==> src/rtl/core/ili_pkg.sv <==
`timescale 1ns / 1ps
// Shared types and constants for the indexed insert/remove list.
package ili_pkg;

    localparam int WORD_W   = 32;
    localparam int IDX_IN_W = 8;
    localparam int CMD_W    = 3;
    localparam int ST_W     = 2;

    typedef enum logic [CMD_W-1:0] {
        CMD_GET    = 3'd0,
        CMD_SET    = 3'd1,
        CMD_APPEND = 3'd2,
        CMD_DELETE = 3'd3,
        CMD_INSERT = 3'd4,
        CMD_REMOVE = 3'd5
    } t_cmd;

    typedef enum logic [ST_W-1:0] {
        ST_OK    = 2'd0,
        ST_RANGE = 2'd1,
        ST_FULL  = 2'd2,
        ST_EMPTY = 2'd3
    } t_status;

    typedef enum logic [1:0] {
        CELL_HOLD   = 2'd0,
        CELL_WRITE  = 2'd1,
        CELL_INSERT = 2'd2,
        CELL_REMOVE = 2'd3
    } t_cell_op;

    typedef struct packed {
        logic     en;
        t_cell_op op;
    } t_cell_ctl;

endpackage

==> src/rtl/core/ili_cell.sv <==
`timescale 1ns / 1ps
// One storage cell of the list chain: holds one word, shifts to/from its neighbors.
module ili_cell
    import ili_pkg::*;
#(
    parameter int AW  = 6,
    parameter int POS = 0
) (
    input  logic              i_clk,
    input  t_cell_ctl         i_ctl,
    input  logic [AW-1:0]     i_pos,
    input  logic [WORD_W-1:0] i_value,
    input  logic [WORD_W-1:0] i_lo_word,
    input  logic [WORD_W-1:0] i_hi_word,
    output logic [WORD_W-1:0] o_word,
    output logic [WORD_W-1:0] o_rd
);

    localparam logic [AW-1:0] MY_POS = AW'(POS);

    logic [WORD_W-1:0] r_word;
    logic [WORD_W-1:0] n_word;
    logic              hit;
    logic              above;

    assign hit   = (i_pos == MY_POS);
    assign above = (MY_POS > i_pos);

    always_comb begin
        n_word = r_word;
        if (i_ctl.en) begin
            case (i_ctl.op)
                CELL_WRITE: begin
                    if (hit) n_word = i_value;
                end
                CELL_INSERT: begin
                    if (hit) n_word = i_value;
                    else if (above) n_word = i_lo_word;
                end
                CELL_REMOVE: begin
                    if (hit || above) n_word = i_hi_word;
                end
                default: n_word = r_word;
            endcase
        end
    end

    always_ff @(posedge i_clk) begin
        r_word <= n_word;
    end

    assign o_word = r_word;
    assign o_rd   = hit ? r_word : '0;

endmodule

==> config.mk <==
export PLATFORM = sky130hd
export DESIGN_NAME = ili_cell
export DESIGN_NICKNAME = d
export VERILOG_FILES = /design/src/rtl/core/ili_pkg.sv /design/src/rtl/core/ili_cell.sv
export SDC_FILE = /design/constraint.sdc
export NUM_CORES = 1
export LEC_CHECK = 0
export ABC_AREA = 1
export BUFFER_PORTS_ARGS = -buffer_cell sky130_fd_sc_hd__buf_4
export CORE_ASPECT_RATIO = 1.5
export CORE_MARGIN = 1.5
export CORE_UTILIZATION = 43
export CTS_CLUSTER_SIZE = 30
export DETAILED_ROUTE_END_ITERATION = 7
export GPL_TIMING_DRIVEN = 0
export PLACE_DENSITY = 0.81
export SLEW_MARGIN = 25
export SYNTH_ARGS = -nofsm -noshare
export SYNTH_HDL_FRONTEND = slang
export SYNTH_SLANG_ARGS = --single-unit
==> constraint.sdc <==
create_clock -name i_clk -period 3.4 [get_ports i_clk]
set_clock_uncertainty 0.15 [all_clocks]
set_input_delay 0.17 -clock i_clk [delete_from_list [all_inputs] [get_ports i_clk]]
set_output_delay 0.17 -clock i_clk [all_outputs]
set_load 0.01 [all_outputs]
After elaboration in Yosys (flattened, before gate mapping)
Index checks and enable logic that the tools add are counted.

word-level totals
  word-level logic and storage cells = 18
  input bits = 106
  register bits after elaboration = 32

operators by class
  $lt $le $gt $ge = 1
  reductions and logical operators = 4
  muxes and demuxes = 6
  eq/ne operators = 6

operator list
  kind                                                          count
  2-to-1 mux 32 bit                                             5
  one-hot mux 32 bit (3 select lines)                           1
  greater-than comparator 1 x 6 -> 1 bit, first input constant  1
  zero test 6 bit                                               1
  AND reduction 5 bit                                           1
  == test 2 bit, second input constant                          2
  inequality test 2 bit, second input constant                  2
  inequality test 3 bit, second input constant                  1
  nonzero test 3 bit                                            1
  == test 2 x 1 -> 1 bit, second input constant                 1
  logical OR 1 bit                                              1

Depth between registers and ports, before layout
Gate-level depths: netlist of run 1.

  word-level depth = 4
  depth in mapped cells = 7
  gate-level depth less buffers = 5

Worst setup path before layout of run 1
No wires, ideal clock.

  kind = input-to-reg
  start point = in i_pos[2]
  end point = reg r_word[0] (netlist: o_word[0]) (enable)
  path slack = 808 ps
  stages on the path = 4
  setup time = 421 ps
  required time = 2829 ps
  path buffers = 1
  arrival time = 2021 ps
  path through = nor2_2 > nand3_1 > clkbuf_1 > nor2_1

between the ends
  cells in the longest elaborated chain, start to end = 4

RTL lines
  item                                                                       line                            RTL
  start: declaration                                                         ili_cell.sv:11                  input logic [AW-1:0] i_pos,
  greater-than comparator 1 x 6 -> 1 bit or zero test 6 bit (tied branches)  ili_cell.sv:27, ili_cell.sv:26
  logical OR 1 bit                                                           ili_cell.sv:41                  if (hit || above) n_word = i_hi_word;
  inequality test 2 bit (no source line)                                     --
  AND reduction 5 bit (no source line) *                                     --
  end signal: assignment                                                     ili_cell.sv:49                  r_word <= n_word;
  end: declaration                                                           ili_cell.sv:21                  logic [WORD_W-1:0] r_word;

Every way passes the cells marked *; elsewhere a longest branch is shown, timed or not.
A chain may end at the register's enable or synchronous reset.

Worst setup path after layout of run 1
  start point = in i_pos[2]
  end point = reg r_word[20] (netlist: o_word[20]) (enable)

The elaborated chain is that of the path after synthesis.

==> summary.md, run 1 <==
| Metric | Value |
|---|---|
| Status | complete, no violations |
| Seq/Total Area, Yosys | a little over a third |
| Nets | 704 |
| Class of the worst hold path | input pin to flip-flop |
| DPL Wire Length | 7190 µm |
| Core Footprint | 6090 µm² |
| Vias in the first global route | 3185 |
| Syn Inst Count | ~420 |
| Hold WS | ~0.11 ns |
| Die Y | 99.6 µm |
| 1st-iter DRT viols | between 150 and 200 |
| CP Class | input pin to flip-flop |
| Total GRT Usage | a little over a quarter |
| Worst setup EP type | flip-flop |
| Hold buffers post-CTS | 0 |
| Util after Layout | between 60% and 70% |
| Synth Cell Area | approximately 2700 µm² |
| Synth Net Count | approximately 530 |
| Die W | approximately 67 µm |
| Final setup viols | 0 |
| Relative slew slack | 61.8% |
| CTS tree | done |
| Crit path from | i_pos[2] |
| GPL Wtd Cong | about 0.95 |
| Avg Cell Area, Syn | roughly 6.3 µm² |
| Post-route ant nets | 0 |
| WP data arrival | ~1.7 ns |
| Row cnt | 35 |
| H-tree lvl count | 2 |
| Top cells by area, synth | edfxtp_1, inv_1, nand3_1 |
| Final min period | roughly 1.9 ns |
| Die Area | between 6000 and 7000 µm² |
| Area leader, netlist | edfxtp_1 |
| Root Buffer | clkbuf_8 |
| Grt total ovfl | 0 |
| Max Buffers Root-to-Sink | 2 |
| Unrepaired setup endpoints after global routing | false |
| Slew Viols, Final | 0 |
| Via count | between 3000 and 4000 |
| Num CTS Buffers | 5 |
| Peak VDD IR | 161 µV |
| Clk pin slew, worst setup/hold paths | about 0.070 ns |
| Post-cts resize count | 0 |
| Critical Path RT | between 3 and 4 ns |
| Boundary pin count | between 150 and 200 |
| Starting Density | between 40 and 50% |
| Hold Fails Final Rpt | 0 |
| CP startpoint kind | input pin |
| Initial antenna violation count | 0 |
| Buffers on Ports | 168 |
| Clk sink count | 32 |
| Max reg flops | 32 |
| Synth top area share | a little over a third |
| Tcrit/Tclk final | about 55% |
| First-pass GRT wire length | 14100 µm |
| CP max FO | 18 |
| Diode count | 0 |
| Worst hold start | i_lo_word[23] |
| Post-synthesis register bit count | 32 |
| # Max-Cap Violations | 0 |
| Total routed wirelength | between 9000 and 10000 µm |
| WL/cell | around 13 µm |
| Lkg Pwr | about 2.4 nW |
| Fmax achieved | 536 MHz |
| DRC errors left | 0 |
| Cells after DPL | 665 |
| Area Overhead vs Synth | 55.1% |
| Pwr/cell area | around 240 nW/µm² |
| Ys Warns | 0 |
| Pin count of the biggest net entering global routing | 19 |
| Synth cell types | 15 |
| Post-CTS Setup Repair Bufs | 0 |
| Final setup TNS | 0 ns |
| # fillers | roughly 570 |
| Share of cells above drive strength 1 | 34.6% |
| Non-filler cells, final | ~670 |
| Drt via density | about 4.9 |
| Drt first pass iters | 6 |
| Slew @ Worst Pin | about 0.57 ns |
-- worst paths after layout --
path	to	slack, ns	cells after the start
setup / recovery	o_word[20]	1.54	6
hold / removal	o_word[23]	0.11	5
-- cell type report --
type / instances / area, µm² / area share [%]
plain buffers: 30 / 150 / 3.62
repair buffers: 169 / 1290 / 31.1
flip-flops and latches: 32 / 961 / 23.2
well taps: 74 / 92.6 / 2.23
multi-input cells: 231 / 1080 / 26.2
inverters: 129 / 484 / 11.7
clock buffers: 5 / 68.8 / 1.66
clock inverters: 3 / 13.8 / 0.332
-- cells in the final DEF (no fill, tap or decap), types with 3 or more instances in the layout --
master and instances:
clkbuf_8 5, nand3_1 65, o21ai_1 3, clkinv_1 6, buf_2 18, o21ai_0 30, inv_2 7, nor2_1 33
nand4_1 32, nand2_1 64, nor2_2 3, edfxtp_1 32, buf_4 168, inv_1 117, clkbuf_1 9
-- cell usage after synthesis --
cell type and count:
o21ai_1 3, nor2_2 3, nand3_1 65, buf_2 18
edfxtp_1 32, inv_2 7, nand2_1 64, inv_1 117
o21ai_0 30, clkinv_1 5, nand4_1 32, nor2_1 34
buf_1 1, clkbuf_1 9, buf_6 2
-- power breakdown --
group / internal [mW] / total [mW] / switching [mW]
sequential: 0.441 / 0.442 / 0.00118
combinational: 0.128 / 0.252 / 0.124
clock: 0.139 / 0.290 / 0.151
total: 0.708 / 0.984 / 0.276
-- worst max-delay path: stages --
cell      delay, ns
buf_4          0.11
nor2_2         0.24
nand3_1        0.14
clkbuf_1       0.30
nor2_4         0.51
buf_16         0.23
-- per-stage QoR --
stage	instance area, µm²	power, mW	worst slack [ns]
floorplan	2670	0.570	0.808
global placement	4030	0.693	-0.267
detailed placement	4060	0.701	1.27
CTS	4140	0.985	1.56
global route	4140	1.03	1.43
finish	4140	0.984	1.54
-- routing by layer --
metal,track usage (%),up-vias,wire length [µm]
met5,0,-,0
li1,-,1655,-
met1,28.3,1474,3070
met4,13.5,0,338
met2,51.3,173,5010
met3,4.52,28,649
-- cells by family after synthesis --
| group | after synthesis | share of synthesized area [%] |
|---|---|---|
| buffers and inverters | 159 | 23.7 |
| AOI/OAI and AO/OA | 33 | 6.18 |
| and+or+nand+nor | 198 | 34.1 |
| DFF | 32 | 36.0 |
No activity file was read; power rests on OpenSTA's default activity.
==> run 2, diff against run 1 <==
--- a/config.mk
+++ b/config.mk
@@ -5,15 +5,15 @@
 export SDC_FILE = /design/constraint.sdc
 export NUM_CORES = 1
 export LEC_CHECK = 0
-export ABC_AREA = 1
+export ABC_AREA = 0
 export BUFFER_PORTS_ARGS = -buffer_cell sky130_fd_sc_hd__buf_4
 export CORE_ASPECT_RATIO = 1.5
 export CORE_MARGIN = 1.5
-export CORE_UTILIZATION = 43
+export CORE_UTILIZATION = 42
 export CTS_CLUSTER_SIZE = 30
 export DETAILED_ROUTE_END_ITERATION = 7
 export GPL_TIMING_DRIVEN = 0
-export PLACE_DENSITY = 0.81
+export PLACE_DENSITY = 0.82
 export SLEW_MARGIN = 25
 export SYNTH_ARGS = -nofsm -noshare
 export SYNTH_HDL_FRONTEND = slang
==> constraint.sdc (replaced) <==
create_clock -name i_clk -period 1.75 [get_ports i_clk]
set_clock_uncertainty 0.15 [all_clocks]
set_input_delay 0.0875 -clock i_clk [delete_from_list [all_inputs] [get_ports i_clk]]
set_output_delay 0.0875 -clock i_clk [all_outputs]
set_load 0.01 [all_outputs]
==> run 2 against run 1 <==
Combinational power is 96% higher; die area shrank 7.5%; sequential cell count stayed put; sequential share of layout area up 1.5 points; sequential power grew 94%; final cell count fell by 29%; count of clock-buffer cells in the layout grew 2; non-clock buffer count is 4 higher; power increased by 93%; first-iteration DRC count is 25% lower; hold slack got worse by 0.081 ns; critical path type is now input pin to output port.
==> summary.md, run 2 <==
| Metric | Value |
|---|---|
| Clk sink count | 32 (unchanged) |
| Die Area | 6200 µm² (-7.5%) |
| Peak VDD IR | 362 µV (+130%) |
| Met3 global-route usage | 4.21% (-0.31 points) |
| Crit-path most repeated cell | buf_4 |
| Max Buffers Root-to-Sink | 2 (unchanged) |
| Top cells by area, synth | edfxtp_1, a221oi_2, a2111oi_0 |
| Worst setup EP type | output port |
| DRC errors left | 0 (unchanged) |
| # Max-Cap Violations | 0 (unchanged) |
| Seq/Total Area, Yosys | 39.9% (+4.0 points) |
| Post-synth ARST share | 0% (unchanged) |
| Core Footprint | 5490 µm² (-9.8%) |
| Compound-Gate Fraction of Synth Area | 32.4% (+26 points) |
| Ys Warns | 0 (unchanged) |
| Hold buffers post-CTS | 0 (unchanged) |
| Syn Inst Count | 229 (-46%) |
| Main synth FF type | edfxtp_1 |
| Row cnt | 33 (-5.7%) |
| CP cell instances | buf_4 > nor2_1 > buf_4 > buf_2 > clkbuf_1 > and3_1 > buf_4 |
| Unrepaired setup endpoints after global routing | false |
| Hold Fails Final Rpt | 0 (unchanged) |
| Synth top area share | 39.9% (+4.0 points) |
| Grt total ovfl | 0 (unchanged) |
| Lkg Pwr | 1.87 nW (-22%) |
| Fmax achieved | about 620 MHz |
| Slowest stage cell, crit path | clkbuf_1 |
| Via count | 2616 (-21%) |
| CP Class | input pin to output port |
| Tcrit/Tclk final | around nine tenths |
| Avg Cell Area, Syn | 10.5 µm² (+66%) |
| Die W | 64.8 µm (-3.8%) |
| Slowest stage delay, CP | 0.29 ns (-0.22 ns) |
| Boundary pin count | 170 (unchanged) |
| Class of the worst hold path | input pin to flip-flop |
| Met2 global-route usage | 47.6% (-3.7 points) |
| CP max FO | 10 (-8) |
| Max reg flops | 32 (unchanged) |
| Share of cells above drive strength 1 | 56.1% (+22 points) |
| H-tree lvl count | 2 (unchanged) |
| GRT met1 Usage | 28.8% (+0.41 points) |
| Most frequent cells after synthesis | inv_1, nor2_1, and3_1, edfxtp_1, a221oi_2 |
| Final setup TNS | 0 ns (unchanged) |
| Hold WS | 0.0270 ns (-0.0813 ns) |
| Die Y | 95.7 µm (-3.8%) |
| First-pass GRT wire length | 12200 µm (-13%) |
| Pin count of the biggest net entering global routing | 16 (-3) |
| Drt via density | 5.45 (+10%) |
| CTS tree | done |
| Number of synthesized flops with an enable pin | 32 (unchanged) |
| Pwr Total | 1.90 mW (+93%) |
| Root Buffer | clkbuf_8 |
| Total routed wirelength | 8120 µm (-11%) |
| Nets | 515 (-27%) |
| Post-synthesis mux area share | 0% (unchanged) |
| Util after Layout | 70.9% (+2.8 points) |
| Largest family of logic cells by synthesized area | compound AO/OA/AOI/OAI gates |
| Relative slew slack | 49.4% (-12 points) |
| Final setup viols | 0 (unchanged) |
| Area leader, netlist | edfxtp_1 |
| Register area | 961 µm² (unchanged) |
| Vias in the first global route | 2542 (-20%) |
| Synth Area in XOR/XNOR | 0% (unchanged) |
| Diode count | 0 (unchanged) |
| CP startpoint kind | input pin |
| Synth Area in Adders | 0% (unchanged) |
| DPL Wire Length | 6380 µm (-11%) |
| Starting Density | 43.8% (-0.069 points) |
| Critical Path RT | 1.51 ns (-1.73 ns) |
| GPL Wtd Cong | 0.767 (-19%) |
| 1st-iter DRT viols | 145 (-25%) |
| Synth Cell Area | 2410 µm² (-9.9%) |
| Drt first pass iters | 4 (-2) |
| Status | complete, no violations |
| Area of the multi-input gates | 1140 µm² (+5.4%) |
| WL/cell | 16.9 µm (+25%) |
| Total GRT Usage | 25.6% (-1.9 points) |
| Most frequent cells in the layout | buf_4, inv_1, nor2_1 |
| Synth Area in Simple Gates | 14.6% (-20 points) |
| Post-route ant nets | 0 (unchanged) |
| Initial antenna violation count | 0 (unchanged) |
| # fillers | 472 (-18%) |
| Buffers on Ports | 168 (unchanged) |
| Area Overhead vs Synth | 61.8% |
| Clk pin slew, worst setup/hold paths | 0.07 ns (about the same) |
| Synth Net Count | 335 (-37%) |
| Pwr/cell area | 487 nW/µm² (+110%) |
| Slew Viols, Final | 0 (unchanged) |
| Num CTS Buffers | 5 (unchanged) |
| Grt peak-use layer | met2 |
| Synth cell types | 16 (+1) |
| WP data arrival | 1.37 ns (-0.33 ns) |
| Slew @ Worst Pin | 0.760 ns (+0.187 ns) |
| Final min period | between 1.5 and 2 ns |
| Commonest non-fill, non-tap cell in the layout | buf_4 |
| Post-synthesis register bit count | 32 (unchanged) |
## run 2: worst paths after layout
kind | from | to | slack, ns | cells after the start
worst max-delay path | i_pos[5] | o_rd[18] | 0.14 | 7
worst min-delay path | i_value[23] | o_word[23] | 0.03 | 3
## run 2: what timing repair did
item                                    CTS  global route
gates cloned                              1             0
pin swaps                                 2             0
resized for setup                         1             4
buffers inserted                          4             0
endpoints found under the setup margin   32            46
## run 2: metrics by stage
step	area (µm²)	worst slack, ns	std cells
global placement	3760	-0.575	467
CTS	3890	0.0217	480
finish	3890	0.141	480
floorplan	2410	-0.109	229
detailed placement	3760	-0.660	467
global route	3890	0.0276	480
## run 2: critical path: cells and delay by family
family                 cells  cell delay [ns]
buffers and inverters      5             0.91
and+or+nand+nor            2             0.36
## run 2: cell type report
cell class / instances / area share [%]
buffer: 31 / 5.01
clock buffer: 7 / 1.96
clock inverter: 1 / 0.0964
inverter: 33 / 3.18
multi-input combinational: 134 / 29.4
sequential: 32 / 24.7
tap: 70 / 2.25
timing repair buffer: 172 / 33.5
## run 2: power breakdown
group	switching (mW)	internal (mW)	total, mW	leakage, nW
Combinational	0.221	0.273	0.494	1.53
Clock	0.268	0.277	0.545	0.0399
Sequential	0.00205	0.857	0.859	0.300
Total	0.492	1.41	1.90	1.87
## run 2: metal layers
metal | wire length, µm | share of wire, %
met1 | 2920 | 36
met2 | 4450 | 55
met3 | 557 | 6.9
met4 | 187 | 2.3
met5 | 0 | 0
## run 2: cell families (layout without fill, tap and decap cells)
kind of cell | Yosys count | count (layout)
AO/OA/AOI/OAI | 66 | 67
flip-flops | 32 | 32
AND/OR/NAND/NOR | 67 | 67
buffers and inverters | 64 | 244
==> run 3, diff against run 2 <==
--- a/config.mk
+++ b/config.mk
@@ -8,7 +8,7 @@
 export ABC_AREA = 0
 export BUFFER_PORTS_ARGS = -buffer_cell sky130_fd_sc_hd__buf_4
 export CORE_ASPECT_RATIO = 1.5
-export CORE_MARGIN = 1.5
+export CORE_MARGIN = 5
 export CORE_UTILIZATION = 42
 export CTS_CLUSTER_SIZE = 30
 export DETAILED_ROUTE_END_ITERATION = 7
==> run 3 against run 2 <==
Cell area fell by 0.19%; wire length increased by 7.7%; sequential cell count is the same; fmax is 1.7% lower; worst setup slack got worse by 0.027 ns; die area grew 19%; critical endpoint is now o_rd[20]; global-route usage down 2.2 points.
==> summary.md, run 3 (synthesis gave the netlist of run 2 again) <==
| Metric | Value |
|---|---|
| Slew Viols, Final | 0 (unchanged) |
| H-tree lvl count | 2 (unchanged) |
| # Max-Cap Violations | 0 (unchanged) |
| Final min period | 1.64 ns (+0.0274 ns) |
| Nets | 514 (-0.19%) |
| Root Buffer | clkbuf_8 |
| Worst hold start | i_value[21] |
| CTS tree | done |
| CP startpoint kind | input pin |
| Post-route ant nets | 0 (unchanged) |
| Class of the worst hold path | input pin to flip-flop |
| Core Footprint | 5530 µm² (+0.75%) |
| Relative slew slack | 43.4% (-6.0 points) |
| Share of cells above drive strength 1 | 56.0% (-0.11 points) |
| Vias in the first global route | 2762 (+8.7%) |
| Most frequent cells in the layout | buf_4, inv_1, nor2_1 |
| Cells after DPL | 467 (unchanged) |
| Via count | 2616 (unchanged) |
| Lkg Pwr | 1.86 nW (-0.29%) |
| 1st-iter DRT viols | 169 (+17%) |
| Pin count of the biggest net entering global routing | 17 (+1) |
| CP Class | input pin to output port |
| Critical Path RT | 1.51 ns (about the same) |
| Row cnt | 33 (unchanged) |
| Boundary pin count | 170 (unchanged) |
| DR top layer | met4 |
| Met2 routed WL | 4750 µm (+6.7%) |
| Peak VDD IR | 428 µV (+18%) |
| WL/cell | 18.2 µm (+7.9%) |
| Slew @ Worst Pin | 0.828 ns (+0.0683 ns) |
| Crit path from | i_pos[5] |
| DPL Wire Length | 6990 µm (+9.5%) |
| Drt via density | 5.46 (+0.21%) |
| Commonest non-fill, non-tap cell in the layout | buf_4 |
| DRC errors left | 0 (unchanged) |
| Tcrit/Tclk final | 93.5% (+1.6 points) |
| Non-filler cells, final | 479 (-0.21%) |
| Total GRT Usage | 23.4% (-2.2 points) |
| Final setup viols | 0 (unchanged) |
| Die W | 71.8 µm (+11%) |
| First-pass GRT wire length | 13400 µm (+9.9%) |
| Area Overhead vs Synth | 61.5% |
| Worst setup EP type | output port |
| Hold Fails Final Rpt | 0 (unchanged) |
| Grt total ovfl | 0 (unchanged) |
| Clk sink count | 32 (unchanged) |
| Fmax achieved | 611 MHz (-1.7%) |
| Pwr/cell area | 488 nW/µm² (+0.16%) |
| Status | complete, no violations |
| Buffers on Ports | 168 (unchanged) |
| Post-DP Area | 3760 µm² (unchanged) |
| Post-route cell area | 3890 µm² (-0.19%) |
| Max Buffers Root-to-Sink | 2 (unchanged) |
| DRT met1 WL | 2920 µm (+0.10%) |
| Starting Density | 43.5% (-0.33 points) |
| Total routed wirelength | 8740 µm (+7.7%) |
| Unrepaired setup endpoints after global routing | false |
| Diode count | 0 (unchanged) |
| Initial antenna violation count | 0 (unchanged) |
| Clk pin slew, worst setup/hold paths | 0.07 ns (about the same) |
| Drt first pass iters | 4 (unchanged) |
| Die Area | 7380 µm² (+19%) |
| Met3 Routed Length | 757 µm (+36%) |
| Die Y | 103 µm (+7.3%) |
| Max reg flops | 32 (unchanged) |
| CP max FO | 10 (unchanged) |
| GPL Wtd Cong | 0.858 (+12%) |
| WP data arrival | 1.40 ns (+0.03 ns) |
| Num CTS Buffers | 5 (unchanged) |
| Hold WS | 0.0305 ns (+0.00350 ns) |
==> run 3: power breakdown <==
part           internal [mW]  switching (mW)  total, mW
clock network          0.277           0.265      0.542
registers              0.857         0.00204      0.859
logic                  0.273           0.224      0.497
==> run 3: path summary, 6_finish.rpt <==
path	end	slack [ns]	cells past startpoint
worst max-delay path	o_rd[20]	0.11	7
worst min-delay path	o_word[21]	0.03	3
==> run 3: worst max-delay path, stage by stage <==
cell	delay [ns]
buf_4	0.11
nor2_1	0.12
buf_4	0.19
buf_2	0.23
clkbuf_1	0.32
and3_1	0.22
buf_4	0.12
==> run 3: per-layer routing <==
metal  vias to the layer above  track usage [%]
met1                      1204             24.2
met3                        23             4.78
met2                       128             44.1
li1                       1261                -
met5                         -                0
met4                         0             11.7
==> run 3: through the flow <==
stage               total power, mW  util [%]  worst slack (ns)  setup TNS [ns]
finish                         1.90      70.3             0.114               0
global route                   1.99      70.3            0.0147               0
CTS                            1.90      70.2            0.0222               0
detailed placement             1.37      67.9            -0.656          -20.97
global placement               1.36      67.9            -0.618          -19.75
floorplan                      1.12         -            -0.109           -3.49
==> run 3: layout make-up <==
cell class	count	area [µm²]
Clock buffer	7	76.3
Timing Repair Buffer	171	1300
Fill cell	482	1650
Inverter	33	124
Tap cell	70	87.6
Clock inverter	1	3.75
Sequential cell	32	961
Buffer	31	195
Multi-Input combinational cell	134	1140
==> run 3: what timing repair did <==
item | CTS | global route
pin swaps | 2 | 0
hold buffers | 0 | 0
setup endpoints to repair | 32 | 47
endpoints found under the hold margin | 0 | 0
gates cloned | 1 | 0
setup buffers | 3 | 0
resized for setup | 1 | 4
